[src/slibm_pkg.sv]
// Shared types and constants for the scanline interrupt bank mapper.
// Used by slibm_irq_counter and scanline_irq_bank_mapper; depends on nothing.

package slibm_pkg;

   // Request kinds carried in req_tuser
   localparam logic [1:0] CMD_BUS_WRITE = 2'd0;
   localparam logic [1:0] CMD_SCANLINE  = 2'd1;
   localparam logic [1:0] CMD_QUERY     = 2'd2;
   localparam logic [1:0] CMD_RESET     = 2'd3;

   // Configuration register indexes
   localparam logic CSR_PRG_BANK_COUNT  = 1'b0;
   localparam logic CSR_CHR_ROM_PRESENT = 1'b1;

   localparam logic [8:0] PRG_BANK_COUNT_RESET  = 9'd32;
   localparam logic       CHR_ROM_PRESENT_RESET = 1'b1;

   // Decoded bus addresses
   localparam logic [15:0] ADDR_MIRROR_SINGLE = 16'h42FE;
   localparam logic [15:0] ADDR_MIRROR_DUAL   = 16'h42FF;
   localparam logic [15:0] ADDR_IRQ_DISABLE   = 16'h4501;
   localparam logic [15:0] ADDR_LATCH_LO      = 16'h4502;
   localparam logic [15:0] ADDR_LATCH_HI      = 16'h4503;
   localparam logic [15:0] ADDR_CPU_BANK_BASE = 16'h4504;
   localparam logic [15:0] ADDR_CHR_BANK_BASE = 16'h4510;

   // Scanline counter step and the threshold that fires the interrupt
   localparam logic [15:0] TICK_STEP  = 16'd113;
   localparam logic [15:0] TICK_LIMIT = 16'hFFFF - TICK_STEP;

   // Mirroring modes
   localparam logic [1:0] MIRROR_SINGLE_A = 2'd0;
   localparam logic [1:0] MIRROR_SINGLE_B = 2'd1;
   localparam logic [1:0] MIRROR_VERTICAL = 2'd2;
   localparam logic [1:0] MIRROR_HORIZ    = 2'd3;

   // Strobes from the decoder to the interrupt counter, valid on an accepted request
   typedef struct packed {
      logic clear;
      logic disarm;
      logic load_lo;
      logic load_hi;
      logic tick;
   } irq_ctl_type;

   // Interrupt counter status after the current request
   typedef struct packed {
      logic pulse;
      logic armed;
   } irq_stat_type;

endpackage

[src/slibm_irq_counter.sv]
// Scanline interrupt counter with its 16-bit reload latch and enable.
// Depends on slibm_pkg for the strobe and status structs and the tick constants.

module slibm_irq_counter
   import slibm_pkg::*;
(
   input  logic         clock,
   input  logic         reset,
   input  irq_ctl_type  ctl,
   input  logic [7:0]   data,
   output irq_stat_type stat
);

   logic [15:0] count_ff, count_in;
   logic [15:0] latch_ff, latch_in;
   logic        armed_ff, armed_in;
   logic        pulse;

   always_comb begin
      count_in = count_ff;
      latch_in = latch_ff;
      armed_in = armed_ff;
      pulse    = 1'b0;
      if (ctl.clear) begin
         count_in = '0;
         latch_in = '0;
         armed_in = 1'b0;
      end else if (ctl.disarm) begin
         armed_in = 1'b0;
      end else if (ctl.load_lo) begin
         latch_in = {latch_ff[15:8], data};
      end else if (ctl.load_hi) begin
         latch_in = {data, latch_ff[7:0]};
         count_in = {data, latch_ff[7:0]};
         armed_in = 1'b1;
      end else if (ctl.tick && armed_ff) begin
         if (count_ff >= TICK_LIMIT) begin
            pulse    = 1'b1;
            count_in = '0;
            armed_in = 1'b0;
         end else begin
            count_in = count_ff + TICK_STEP;
         end
      end
   end

   always_ff @(posedge clock) begin
      if (reset) begin
         count_ff <= '0;
         latch_ff <= '0;
         armed_ff <= 1'b0;
      end else begin
         count_ff <= count_in;
         latch_ff <= latch_in;
         armed_ff <= armed_in;
      end
   end

   assign stat.pulse = pulse;
   assign stat.armed = armed_in;

`ifndef SYNTHESIS
   a_idle_tick_holds: assert property (@(posedge clock) disable iff (reset)
      (ctl.tick && !armed_ff) |=> $stable(count_ff))
      else $error("counter moved on a tick while disarmed");
   a_pulse_clears: assert property (@(posedge clock) disable iff (reset)
      pulse |=> (count_ff == 16'd0) && !armed_ff)
      else $error("interrupt did not clear and disarm the counter");
   a_reload: assert property (@(posedge clock) disable iff (reset)
      ctl.load_hi |=> armed_ff && (count_ff == latch_ff))
      else $error("high latch write did not reload and arm the counter");
`endif

endmodule

[src/scanline_irq_bank_mapper.sv]
// Top level of the scanline interrupt bank mapper: decoder, bank registers and result register.
// Depends on slibm_pkg and instantiates slibm_irq_counter.

// The block takes one request per cycle on the req_ channel: req_tuser holds the kind
// (bus write, scanline tick, bank query or mapper reset) and req_tdata the bus address,
// data byte and query slot. Each request yields exactly one response on rsp_: the
// interrupt pulse, the mirroring mode and enable after the request, and the queried
// bank value (zero for other kinds).
// All state is updated in the cycle a request is accepted, and the response appears in
// the output register on the next cycle, so a request can be accepted on every cycle:
// one per clock while the receiver takes responses, set by the single output register.
// The output register is freed in the same cycle it is taken, so req_tready is only low
// while a response is waiting and the receiver holds rsp_tready low; the stalled response
// then stays put and no new request is taken until it leaves. The csr_ port sets the
// program bank count and whether character ROM is present, in effect from the next mapper
// reset; the user must write it only while the block is idle, which the block does not
// enforce. A synchronous reset loads the default banks (CPU 0, 1, count-2, count-1 for
// a count of 32, character banks 0 to 7), clears mirroring, the counter, latch and
// enable, and empties the output register; no clearing pass holds up requests after it.

module scanline_irq_bank_mapper
   import slibm_pkg::*;
(
   input  logic        clock,
   input  logic        reset,
   // Request channel
   input  logic        req_tvalid,
   output logic        req_tready,
   input  logic [31:0] req_tdata,   // [15:0] address, [23:16] data, [27:24] bank_slot, zero fill
   input  logic [1:0]  req_tuser,   // [1:0] command
   // Response channel
   output logic        rsp_tvalid,
   input  logic        rsp_tready,
   output logic [15:0] rsp_tdata,   // [0] irq_pulse, [2:1] mirror_mode, [10:3] bank_value,
                                    // [11] irq_armed, zero fill
   // Configuration port
   input  logic        csr_we,
   input  logic        csr_index,
   input  logic [8:0]  csr_wdata
);

   // Configuration registers
   logic [8:0] prg_count_ff;
   logic       chr_present_ff;

   // Mapper state
   logic [7:0] cpu_bank_ff [4];
   logic [7:0] cpu_bank_in [4];
   logic [7:0] chr_bank_ff [8];
   logic [7:0] chr_bank_in [8];
   logic [1:0] mirror_ff, mirror_in;

   // Output register
   logic        rsp_valid_ff, rsp_valid_in;
   logic [11:0] rsp_data_ff, rsp_data_in;

   logic        accept;
   logic [1:0]  command;
   logic [15:0] address;
   logic [7:0]  data;
   logic [3:0]  slot;
   logic [7:0]  bank_value;
   logic        is_write;

   irq_ctl_type  irq_ctl;
   irq_stat_type irq_stat;

   assign command = req_tuser;
   assign address = req_tdata[15:0];
   assign data    = req_tdata[23:16];
   assign slot    = req_tdata[27:24];

   // A waiting response that is being taken frees the register for a new one.
   assign req_tready = !rsp_valid_ff || rsp_tready;
   assign accept     = req_tvalid && req_tready;
   assign is_write   = accept && (command == CMD_BUS_WRITE);

   // Strobes for the interrupt counter.
   always_comb begin
      irq_ctl.clear   = accept && (command == CMD_RESET);
      irq_ctl.disarm  = is_write && (address == ADDR_IRQ_DISABLE);
      irq_ctl.load_lo = is_write && (address == ADDR_LATCH_LO);
      irq_ctl.load_hi = is_write && (address == ADDR_LATCH_HI);
      irq_ctl.tick    = accept && (command == CMD_SCANLINE);
   end

   slibm_irq_counter u_irq (
      .clock (clock),
      .reset (reset),
      .ctl   (irq_ctl),
      .data  (data),
      .stat  (irq_stat)
   );

   // Bank and mirroring updates. The CPU banks sit at four consecutive addresses and the
   // character banks at eight, so the low address bits select the register.
   always_comb begin
      for (int i = 0; i < 4; i++) begin
         cpu_bank_in[i] = cpu_bank_ff[i];
      end
      for (int i = 0; i < 8; i++) begin
         chr_bank_in[i] = chr_bank_ff[i];
      end
      mirror_in = mirror_ff;
      if (is_write) begin
         if (address[15:2] == ADDR_CPU_BANK_BASE[15:2]) begin
            cpu_bank_in[address[1:0]] = data;
         end else if (address[15:3] == ADDR_CHR_BANK_BASE[15:3]) begin
            chr_bank_in[address[2:0]] = data;
         end else if (address == ADDR_MIRROR_SINGLE) begin
            mirror_in = data[4] ? MIRROR_SINGLE_B : MIRROR_SINGLE_A;
         end else if (address == ADDR_MIRROR_DUAL) begin
            mirror_in = data[4] ? MIRROR_HORIZ : MIRROR_VERTICAL;
         end
      end else if (irq_ctl.clear) begin
         // Mapper reset reloads default banks (character only with ROM), keeps mirroring.
         cpu_bank_in[0] = 8'd0;
         cpu_bank_in[1] = 8'd1;
         cpu_bank_in[2] = prg_count_ff[7:0] - 8'd2;
         cpu_bank_in[3] = prg_count_ff[7:0] - 8'd1;
         if (chr_present_ff) begin
            for (int i = 0; i < 8; i++) begin
               chr_bank_in[i] = 8'(i);
            end
         end
      end
   end

   // Query read: slots 0 to 3 are CPU banks, 4 to 11 character banks, others read zero.
   always_comb begin
      bank_value = 8'd0;
      if (command == CMD_QUERY) begin
         if (slot < 4'd4) begin
            bank_value = cpu_bank_ff[slot[1:0]];
         end else if (slot < 4'd12) begin
            bank_value = chr_bank_ff[3'(slot - 4'd4)];
         end
      end
   end

   always_comb begin
      rsp_valid_in = rsp_valid_ff;
      rsp_data_in  = rsp_data_ff;
      if (accept) begin
         rsp_valid_in = 1'b1;
         rsp_data_in  = {irq_stat.armed, bank_value, mirror_in, irq_stat.pulse};
      end else if (rsp_tready) begin
         rsp_valid_in = 1'b0;
      end
   end

   always_ff @(posedge clock) begin
      if (reset) begin
         prg_count_ff   <= PRG_BANK_COUNT_RESET;
         chr_present_ff <= CHR_ROM_PRESENT_RESET;
         cpu_bank_ff[0] <= 8'd0;
         cpu_bank_ff[1] <= 8'd1;
         cpu_bank_ff[2] <= PRG_BANK_COUNT_RESET[7:0] - 8'd2;
         cpu_bank_ff[3] <= PRG_BANK_COUNT_RESET[7:0] - 8'd1;
         for (int i = 0; i < 8; i++) begin
            chr_bank_ff[i] <= 8'(i);
         end
         mirror_ff    <= MIRROR_SINGLE_A;
         rsp_valid_ff <= 1'b0;
      end else begin
         if (csr_we) begin
            unique case (csr_index)
               CSR_PRG_BANK_COUNT:  prg_count_ff   <= csr_wdata;
               CSR_CHR_ROM_PRESENT: chr_present_ff <= csr_wdata[0];
               default: ;
            endcase
         end
         cpu_bank_ff  <= cpu_bank_in;
         chr_bank_ff  <= chr_bank_in;
         mirror_ff    <= mirror_in;
         rsp_valid_ff <= rsp_valid_in;
      end
   end

   always_ff @(posedge clock) begin
      rsp_data_ff <= rsp_data_in;
   end

   assign rsp_tvalid = rsp_valid_ff;
   assign rsp_tdata  = {4'd0, rsp_data_ff};

`ifndef SYNTHESIS
   a_accept_fills: assert property (@(posedge clock) disable iff (reset)
      accept |=> rsp_valid_ff)
      else $error("accepted request produced no response");
   a_pulse_disarms: assert property (@(posedge clock) disable iff (reset)
      (rsp_valid_ff && rsp_data_ff[0]) |-> !rsp_data_ff[11])
      else $error("interrupt pulse reported with counting still enabled");
   a_query_only: assert property (@(posedge clock) disable iff (reset)
      (accept && (command != CMD_QUERY)) |=> (rsp_data_ff[10:3] == 8'd0))
      else $error("bank value nonzero on a request that is not a query");
`endif

endmodule
[config.mk]
export PLATFORM = sky130hd
export DESIGN_NAME = scanline_irq_bank_mapper
export DESIGN_NICKNAME = d
export VERILOG_FILES = /design/src/slibm_pkg.sv /design/src/slibm_irq_counter.sv /design/src/scanline_irq_bank_mapper.sv
export SDC_FILE = /design/constraint.sdc
export NUM_CORES = 1
export LEC_CHECK = 0
export BUFFER_PORTS_ARGS = -buffer_cell sky130_fd_sc_hd__buf_2
export CAP_MARGIN = 20
export CORE_MARGIN = 2
export CORE_UTILIZATION = 56
export DETAILED_ROUTE_END_ITERATION = 8
export PLACE_DENSITY = 0.76
export SLEW_MARGIN = 15
export SYNTH_ARGS = -nofsm -noshare
export SYNTH_HDL_FRONTEND = slang
export SYNTH_SLANG_ARGS = --single-unit
export TNS_END_PERCENT = 1
[constraint.sdc]
create_clock -name clock -period 3.69 [get_ports clock]
set_clock_uncertainty 0.2 [all_clocks]
set_input_delay 0.5535 -clock clock [delete_from_list [all_inputs] [get_ports clock]]
set_output_delay 0.5535 -clock clock [all_outputs]
set_load 0.02 [all_outputs]
==> impl_metrics.py, run 1 <==
metrics = {
    "critical_path": {
        "worstSetupStartpointType": "flip-flop",
        "reg2reg_from": "rsp_tvalid",
        "crit_family": "simple AND/OR/NAND/NOR gates",
        "reg2reg_depth": 5,
        "critPathMaxFanout": 21,
        "cp_slowest_cell": "and2_1",
        "worst_r2r_endpoint": "chr_bank_ff[14]",
        "path_buf_inv": 0,
        "crit_path_cell_trace": "nand2b_1 -> and2_1 -> nand2_1 -> a21oi_1 -> a22o_1",
        "cp-startpoint": "rsp_tvalid",
        "r2r_setup_slack_ps": 1050,
        "critPathKind": "reg -> reg",
        "required_ps": 3870,
        "worst_ep_arrival_time_ps": 2810,
        "critPathMaxStageDelay_ps": 690,
        "cp-end-kind": "flip-flop",
    },
    "routing": {
        "post_drt_via_cell_ratio": 6.13,
        "post_drt_wl_per_cell_um": 18.6,
        "drt_pass1_iterations": 6,
        "wirelength_um": 17800,
        "drc": 0,
        "vias": 5869,
        "initialDrtViolationCount": 485,
        "ant_nets": 0,
    },
    "power": {
        "total_power_w": 0.00367,
        "combPwrFrac_pct": 8.0,
        "p_leak_nw": 2.99,
        "ir_worst_vdd_uv": 342,
        "p_switching_w": 0.000879,
        "swShare_pct": 23.9,
        "intPower_w": 0.00279,
        "seqPwrFrac_pct": 44.4,
        "p_per_area_nw_per_um2": 466,
        "p_clk_share_pct": 47.5,
    },
    "placed_design": {
        "io_buffer_count": 57,
        "gp_congestion": 0.859,
        "dp_hpwl_um": 12300,
    },
    "yosys": {
        "avgSynthCellArea_um2": 9.34,
        "syn_inst": 747,
        "ys_seq_area_share_pct": 43.3,
        "synth-async-reset-ratio_pct": 0,
        "synth_common_cells": "dfxtp_1, nor2_1, nand2_1",
        "synthesis.area_um2": 6970,
        "yosysMostFrequentCell": "dfxtp_1",
        "ys_ff_latch": 145,
        "synth_edf_count": 12,
        "yosysWarnings": 0,
        "ys_types": 70,
        "synthTopCellsByArea": "dfxtp_1, mux4_2, edfxtp_1",
        "synth.top_cell.area_share_pct": 38.2,
        "yosys.area.top_type": "dfxtp_1",
        "ys.flop_type": "dfxtp_1",
    },
    "sta": {
        "tns_ps": 0,
        "rsz0062_at_grt": "no",
        "maxClockFrequency_ghz": 0.379,
        "min_period_ps": 2640,
        "tightest_slew_ps": 1060,
        "timing.final.hold_violations": 0,
        "drv_slew": 0,
        "final-setup-viol-count": 0,
        "period_share_pct": 71.5,
        "slew_headroom_pct": 29.2,
    },
    "grt": {
        "grt_pass1_vias": 5682,
        "track_usage_pct": 27.9,
        "grt_max_degree": 61,
        "grt_first_pass_wirelength_um": 28800,
        "antenna_found_initial": 0,
        "grt.overflow.total": 0,
    },
    "die": {
        "die_h_um": 116,
        "start_util_pct": 57.8,
        "ioPinCount": 67,
        "die-area_um2": 13400,
        "core_area_um2": 12100,
        "rows": 40,
        "die_w_um": 116,
    },
    "clock_network": {
        "cts_made_buffers": 17,
        "clockBufferDepth": 2,
        "post_cts_buffers": 0,
        "clk_latency_ps": 430,
        "clock_sinks": 145,
        "cts.htree.levels": 4,
        "clkSlewWorstSetupHoldPaths_ps": 60,
        "root_buffer": "clkbuf_16",
        "cts-resized-gates": 0,
        "cts.hold.buffers_added": 0,
        "cts_tree": "yes",
    },
    "cells_and_area": {
        "fillers": 997,
        "antenna_cells": 0,
        "drive_gt1_share_pct": 16.7,
        "finalNetCount": 831,
        "area_delta_synth_final_pct": 13.1,
    },
    "min_path": {
        "hp-class": "in -> reg",
        "hold_start": "csr_wdata[5]",
        "whs_path_depth": 3,
        "hold_end": "prg_count_ff[5]",
    },
    "flow_run": {
        "maxCapViolCount": 0,
    },
    "outcome": {
        "status": "finished, final reports clean",
    },
}
per-layer routing:
metal  share of wire [%]  GRT usage (%)  vias to the layer above
met5                   0              0                        -
li1                    -              -                     2799
met4                 2.7           11.8                        0
met1                  43           36.2                     2800
met3                 7.0           6.75                       38
met2                  47           45.0                      232
sequential cells by signal (all words and copies together) (netlist names):
register	count
rsp_tvalid	1
u_irq.latch_ff	8
chr_bank_ff	64
rsp_data_ff	12
mirror_ff	2
prg_count_ff	8
u_irq.count_ff	16
cpu_bank_ff	32
u_irq.armed_ff	1
chr_present_ff	1
kinds of logic after synthesis:
group	synth area share (%)
simple gates	20.7
compound gates	18.7
flops	43.3
buf+inv	4.18
mux	10.7
xor+xnor	1.51
fa+ha+maj	0.897
other cells	0.0538
area by class of cell:
| cell class | count | area [µm²] | area share [%] |
|---|---|---|---|
| Clock buffer | 18 | 439 | 5.57 |
| Sequential cell | 145 | 3020 | 38.3 |
| Multi-Input combinational cell | 538 | 3670 | 46.5 |
| Clock inverter | 14 | 163 | 2.06 |
| Timing Repair Buffer | 65 | 345 | 4.38 |
| Tap cell | 168 | 210 | 2.66 |
| Inverter | 10 | 37.5 | 0.476 |
power groups by stage:
| stage | sequential [W] | clock (W) | combinational [W] |
|---|---|---|---|
| after detailed placement | 0.00167 | 0 | 0.000290 |
| final | 0.00163 | 0.00175 | 0.000295 |
| after global placement | 0.00166 | 0 | 0.000284 |
| after global routing | 0.00163 | 0.00183 | 0.000321 |
| after CTS | 0.00163 | 0.00175 | 0.000291 |
| after floorplan | 0.00167 | 0 | 0.000195 |
through the flow:
stage | setup slack (ps) | hold WS (ps) | cells | utilization (%) | cell area (µm²)
after floorplan | 1210 | 220 | 750 | - | 6990
after global placement | 803 | 236 | 926 | 60.4 | 7290
after detailed placement | 803 | 243 | 926 | 60.4 | 7290
after CTS | 1130 | 138 | 958 | 65.4 | 7890
after global routing | 916 | 155 | 958 | 65.4 | 7890
final | 1050 | 144 | 958 | 65.4 | 7890
worst max path at each step:
stage / endpoint / slack [ps] / depth (start not counted)
after floorplan: rsp_data_ff[10] / 1210 / 7
after global placement: cpu_bank_ff[27] / 800 / 6
after detailed placement: cpu_bank_ff[25] / 800 / 6
after CTS: cpu_bank_ff[25] / 1130 / 5
after global routing: chr_bank_ff[18] / 920 / 6
final: chr_bank_ff[14] / 1050 / 5
worst reg2reg max path, delay by kind of cell, from the launching register on:
kind | cells | cell delay, ps
AOI/OAI and AO/OA | 2 | 950
DFF | 1 | 310
and+or+nand+nor | 3 | 1130
cells in the final DEF (no fill, tap or decap), drive strengths merged, types with 9 or more instances in the layout:
cell type / instances
nand3b: 43
a21oi: 42
nand2b: 10
a211oi: 9
a211o: 10
nor3: 20
o21ai: 68
nor2: 74
dfxtp: 133
clkbuf: 18
nand3: 11
nand2: 71
a22o: 17
edfxtp: 12
buf: 65
a31oi: 10
mux2i: 18
inv: 11
mux4: 24
and2: 9
Note: power is estimated with default switching activity, not from simulation.
==> inputs of run 2 (changes only) <==
Settings changed: ABC_AREA set to 1, PLACE_DENSITY 0.76 to 0.75.
Clock period 3.69 ns to 2.7 ns, I/O delays scaled along.
==> run 2 against run 1 <==
Compared with the run above: combinational power is 110% higher; area after synthesis is 15% higher; flip-flop and latch count stayed put; critical path depth is 3 higher; fmax is 20% higher; core utilization is 0.73 points lower; hold slack worse by 110 ps; critical endpoint is now chr_bank_ff[35].
==> impl_metrics.py, run 2 <==
metrics = {
    "grt": {
        "track_usage_pct": 29.8,
        "grt.overflow.total": 0,
        "antenna_found_initial": 0,
        "grt_max_degree": 75,
        "grt_first_pass_wirelength_um": 35500,
        "grt_pass1_vias": 6952,
    },
    "yosys": {
        "yosysMostFrequentCell": "nand2_1",
        "ys.flop_type": "dfxtp_1",
        "syn_inst": 1224,
        "synth-async-reset-ratio_pct": 0,
        "synthesis.area_um2": 8030,
        "synth_common_cells": "nand2_1, nor2_1, dfxtp_1",
        "synthTopCellsByArea": "dfxtp_1, nand2_1, nor2_1",
        "ys_ff_latch": 145,
        "ys_types": 42,
        "yosys.area.top_type": "dfxtp_1",
        "ys_seq_area_share_pct": 37.6,
        "synth.top_cell.area_share_pct": 33.2,
        "yosysWarnings": 0,
        "avgSynthCellArea_um2": 6.56,
        "synth_edf_count": 12,
    },
    "routing": {
        "ant_nets": 0,
        "vias": 8018,
        "initialDrtViolationCount": 1091,
        "post_drt_wl_per_cell_um": 15.2,
        "drc": 0,
        "post_drt_via_cell_ratio": 5.49,
        "drt_pass1_iterations": 6,
        "wirelength_um": 22200,
    },
    "sta": {
        "layout_setup_ws_ps": 496,
        "hold_ws_ps": 29.4,
        "period_share_pct": 81.6,
        "maxClockFrequency_ghz": 0.454,
        "min_period_ps": 2200,
        "drv_slew": 0,
        "final-setup-viol-count": 0,
        "timing.final.hold_violations": 0,
        "tns_ps": 0,
        "slew_headroom_pct": 56.0,
        "tightest_slew_ps": 655,
        "rsz0062_at_grt": "no",
    },
    "placed_design": {
        "place_ws_ps": 313,
        "io_buffer_count": 57,
        "dp_hpwl_um": 14900,
        "gp_congestion": 0.885,
    },
    "critical_path": {
        "cp-end-kind": "flip-flop",
        "critPathKind": "reg -> reg",
        "worst_ep_arrival_time_ps": 2320,
        "critPathMaxFanout": 20,
        "required_ps": 2820,
        "worstSetupStartpointType": "flip-flop",
    },
    "min_path": {
        "hp-class": "in -> reg",
    },
    "power": {
        "total_power_w": 0.00508,
        "p_leak_nw": 4.29,
        "p_per_area_nw_per_um2": 564,
        "ir_worst_vdd_uv": 414,
    },
    "cells_and_area": {
        "final_common_cell": "nand2_1",
        "drive_gt1_share_pct": 12.1,
        "antenna_cells": 0,
        "area_delta_synth_final_pct": 12.2,
        "largest-register": "chr_bank_ff",
        "final_cell_mix": "nand2_1, nor2_1, dfxtp_1, inv_1, nand3_1",
        "finalNetCount": 1322,
        "largest_reg_flops": 64,
        "fin_util_pct": 64.7,
        "reg_top3": "chr_bank_ff: 64 flops, cpu_bank_ff: 32 flops, u_irq.count_ff: 16 flops",
    },
    "clock_network": {
        "cts_made_buffers": 17,
        "cts.hold.buffers_added": 1,
        "clock_sinks": 145,
        "clk_latency_ps": 430,
        "cts_tree": "yes",
        "cts.htree.levels": 4,
        "post_cts_buffers": 0,
        "cts-resized-gates": 0,
        "clkSlewWorstSetupHoldPaths_ps": 60,
        "clockBufferDepth": 2,
        "root_buffer": "clkbuf_16",
    },
    "outcome": {
        "status": "finished, final reports clean",
    },
    "flow_run": {
        "maxCapViolCount": 0,
    },
    "die": {
        "die_w_um": 124,
        "die_h_um": 124,
        "core_area_um2": 13900,
        "ioPinCount": 67,
        "start_util_pct": 57.6,
        "die-area_um2": 15300,
        "rows": 43,
    },
}
-- run 2: report_power, final --
| group | switching, W | internal [W] |
|---|---|---|
| logic | 0.000430 | 0.000204 |
| registers | 0.0000335 | 0.00224 |
| clock network | 0.000932 | 0.00124 |
-- run 2: worst paths after layout --
path / start / end / slack (ps) / depth (start not counted)
min: csr_wdata[0] / chr_present_ff / 30 / 3
max: rsp_tvalid / chr_bank_ff[35] / 500 / 8
max reg2reg: rsp_tvalid / chr_bank_ff[35] / 500 / 8
min reg2reg: chr_bank_ff[18] / chr_bank_ff[18] / 250 / 2
-- run 2: stage by stage --
stage	area, µm²	std cells
3_5_place_dp	8470	1428
6_report	9010	1460
2_1_floorplan	8040	1227
5_1_grt	9010	1460
4_1_cts	9010	1460
3_3_place_gp	8470	1428
-- run 2: layout make-up --
cell class / count / area [µm²]
clock inverters: 9 / 58.8
flip-flops and latches: 145 / 3020
clock buffers: 22 / 474
repair buffers: 87 / 563
well taps: 180 / 225
fillers: 1289 / 4920
multi-input cells: 879 / 4150
inverters: 138 / 518
-- run 2: cell families after synthesis --
group	synth area share, %
AND/OR/NAND/NOR	35.2
AO/OA/AOI/OAI	15.2
buffers and inverters	10.8
flip-flops	37.7
adder cells (fa/ha/maj)	0.779
XOR/XNOR	0.327
other	0.0467
-- run 2: critical path, cell delays in order, from the launching register on --
cell and delay [ps]:
dfxtp_1 360, nand2_1 100, nand2_1 110, nor2_2 90
buf_12 160, o21ai_1 360, nand2_1 400, o21ai_0 260
nor2_1 60
-- run 2: layer usage --
metal  vias up  track usage (%)  share of wire (%)
met5         -                0                  0
met4         0             8.17                1.2
met3        29             4.95                7.3
met2       302             47.0                 45
met1      3649             42.1                 47
li1       4038                -                  -
==> inputs of run 3 (changes only) <==
Settings changed: CORE_UTILIZATION 56 to 55, PLACE_DENSITY 0.75 to 0.77.
Clock period 2.7 ns to 1.8 ns, I/O delays scaled along.
==> run 3 against run 2 <==
Compared with the run above: the flow now finishes with violations (negative setup slack); non-clock buffer count up 125; combinational power rose by 89%; count of clock-buffer cells in the layout did not move; design area increased by 16%; first-iteration DRC count up 3.8%; cell count is 8.9% higher; worst setup slack got worse by 540 ps; clock power increased by 65%; critical path type unchanged.
==> impl_metrics.py, run 3 (synthesis results as in run 2) <==
metrics = {
    "grt": {
        "grt_max_degree": 75,
        "antenna_found_initial": 0,
        "grt.overflow.total": 0,
        "track_usage_pct": 31.2,
        "grt_pass1_vias": 8143,
        "grt_first_pass_wirelength_um": 39500,
    },
    "die": {
        "die-area_um2": 15600,
        "start_util_pct": 55.7,
        "rows": 44,
        "ioPinCount": 67,
        "core_area_um2": 14400,
        "die_w_um": 125,
        "die_h_um": 125,
    },
    "cells_and_area": {
        "area_delta_synth_final_pct": 30.4,
        "largest-register": "chr_bank_ff",
        "largest_reg_flops": 64,
        "reg_top3": "chr_bank_ff: 64 flops, cpu_bank_ff: 32 flops, u_irq.count_ff: 16 flops",
        "drive_gt1_share_pct": 21.5,
        "final_cell_mix": "nand2_1, nor2_1, dfxtp_1, inv_1, nand3_1",
        "instances_no_fill": 1590,
        "fin_area_um2": 10500,
        "final_common_cell": "nand2_1",
        "finalNetCount": 1448,
        "antenna_cells": 0,
    },
    "power": {
        "ir_worst_vdd_uv": 772,
        "total_power_w": 0.00820,
        "p_per_area_nw_per_um2": 783,
        "p_leak_nw": 4.99,
    },
    "sta": {
        "tightest_slew_ps": 501,
        "layout_setup_ws_ps": -45.4,
        "timing.final.hold_violations": 0,
        "maxClockFrequency_ghz": 0.542,
        "period_share_pct": 103,
        "slew_headroom_pct": 66.4,
        "tns_ps": -156,
        "drv_slew": 0,
        "hold_ws_ps": 6.43,
        "final-setup-viol-count": 10,
        "min_period_ps": 1850,
        "rsz0062_at_grt": "yes",
    },
    "placed_design": {
        "dp.cells": 1530,
        "dp_hpwl_um": 16900,
        "placed_cell_area_um2": 9340,
        "gp_congestion": 0.908,
        "io_buffer_count": 57,
    },
    "critical_path": {
        "cp_slowest_cell": "dfxtp_2",
        "worst_r2r_endpoint": "u_irq.count_ff[8]",
        "crit_family": "simple AND/OR/NAND/NOR gates",
        "cp-startpoint": "rsp_tvalid",
        "reg2reg_from": "rsp_tvalid",
        "r2r_setup_slack_ps": -50,
        "worstSetupPathDepth": 10,
        "worstSetupStartpointType": "flip-flop",
        "reg2reg_depth": 10,
        "critPathMaxStageDelay_ps": 320,
        "required_ps": 1930,
        "critPathKind": "reg -> reg",
        "crit_path_cell_trace": "nand2_2 -> nand2_4 -> nor2_4 -> buf_8 -> nand3_4 -> buf_4 -> nand3_1 -> nand3_1 -> nand2_1 -> inv_1",
        "critPathCapture": "u_irq.count_ff[8]",
        "path_buf_inv": 3,
        "worst_ep_arrival_time_ps": 1970,
        "cp-end-kind": "flip-flop",
        "critPathMaxFanout": 12,
        "critPathMostFrequentCell": "nand3_1",
    },
    "routing": {
        "drt_pass1_iterations": 6,
        "post_drt_via_cell_ratio": 5.73,
        "vias": 9103,
        "initialDrtViolationCount": 1132,
        "drc": 0,
        "post_drt_wl_per_cell_um": 16.3,
        "ant_nets": 0,
        "wirelength_um": 25900,
    },
    "clock_network": {
        "root_buffer": "clkbuf_16",
        "cts_made_buffers": 17,
        "cts.htree.levels": 4,
        "clk_latency_ps": 430,
        "clockBufferDepth": 2,
        "clock_sinks": 145,
        "clkSlewWorstSetupHoldPaths_ps": 60,
        "cts_tree": "yes",
    },
    "outcome": {
        "violations": "negative setup slack",
        "status": "finished with violations",
    },
    "flow_run": {
        "maxCapViolCount": 0,
    },
    "min_path": {
        "hp-class": "in -> reg",
    },
}
## run 3: cell count changes in the layout (fill, tap and decap cells not counted), sizes merged
cell         previous run  this run
clkinv                 10         7
clkinvlp                1         3
dlygate4sd3             1        20
nand2                 282       283
buf                    86       191
bufinv                  0         2
inv                   136       135
clkbuf                 22        23
## run 3: worst min-delay path by stage
stage | from | to | slack, ps | cells after the start
3_5_place_dp | chr_bank_ff[18] | chr_bank_ff[18] | 230 | 2
2_1_floorplan | req_tdata[16] | u_irq.latch_ff[0] | 190 | 1
6_report | csr_index | prg_count_ff[5] | 6 | 3
3_3_place_gp | chr_bank_ff[10] | chr_bank_ff[10] | 230 | 2
4_1_cts | csr_index | prg_count_ff[5] | 7 | 3
5_1_grt | csr_index | prg_count_ff[5] | 30 | 3
## run 3: power by group
group,internal (W),switching [W],total (W)
Combinational,0.000469,0.000735,0.00120
Sequential,0.00337,0.0000535,0.00342
Clock,0.00218,0.00139,0.00357
## run 3: per-layer routing
layer	vias to the layer above	global-route usage (%)	part of all wire [%]
met1	4174	40.9	41
met2	530	49.9	45
li1	4307	-	-
met3	92	6.49	10
met4	0	13.9	3.8
met5	-	0	0
## run 3: area by class of cell
| type | instances | area, µm² |
|---|---|---|
| clock buffer | 22 | 485 |
| inverter | 138 | 518 |
| fill | 1112 | 3960 |
| clock inverter | 9 | 106 |
| tap | 184 | 230 |
| sequential | 145 | 3030 |
| timing repair buffer | 212 | 1730 |
| multi-input combinational | 880 | 4370 |
## run 3: stage by stage
step / setup slack [ps] / util (%)
floorplan: 0.837 / -
finish: -45.4 / 72.6
global route: -136 / 72.6
CTS: -12.7 / 70.5
global placement: -165 / 64.7
detailed placement: -202 / 64.7
## run 3: tightest hold or removal path, delay by kind of cell
kind | cells | cell delay [ps]
and+or+nand+nor | 1 | 80
AOI/OAI and AO/OA | 1 | 150
buffers and inverters | 1 | 100
## run 3: timing repair
item                                    CTS  global route
hold buffers                             20             0
pin swaps                                 1            10
setup buffers                             0             6
endpoints found under the setup margin   39           113
resized for setup                        11            67
cloned                                    0             3
endpoints found under the hold margin    18             0
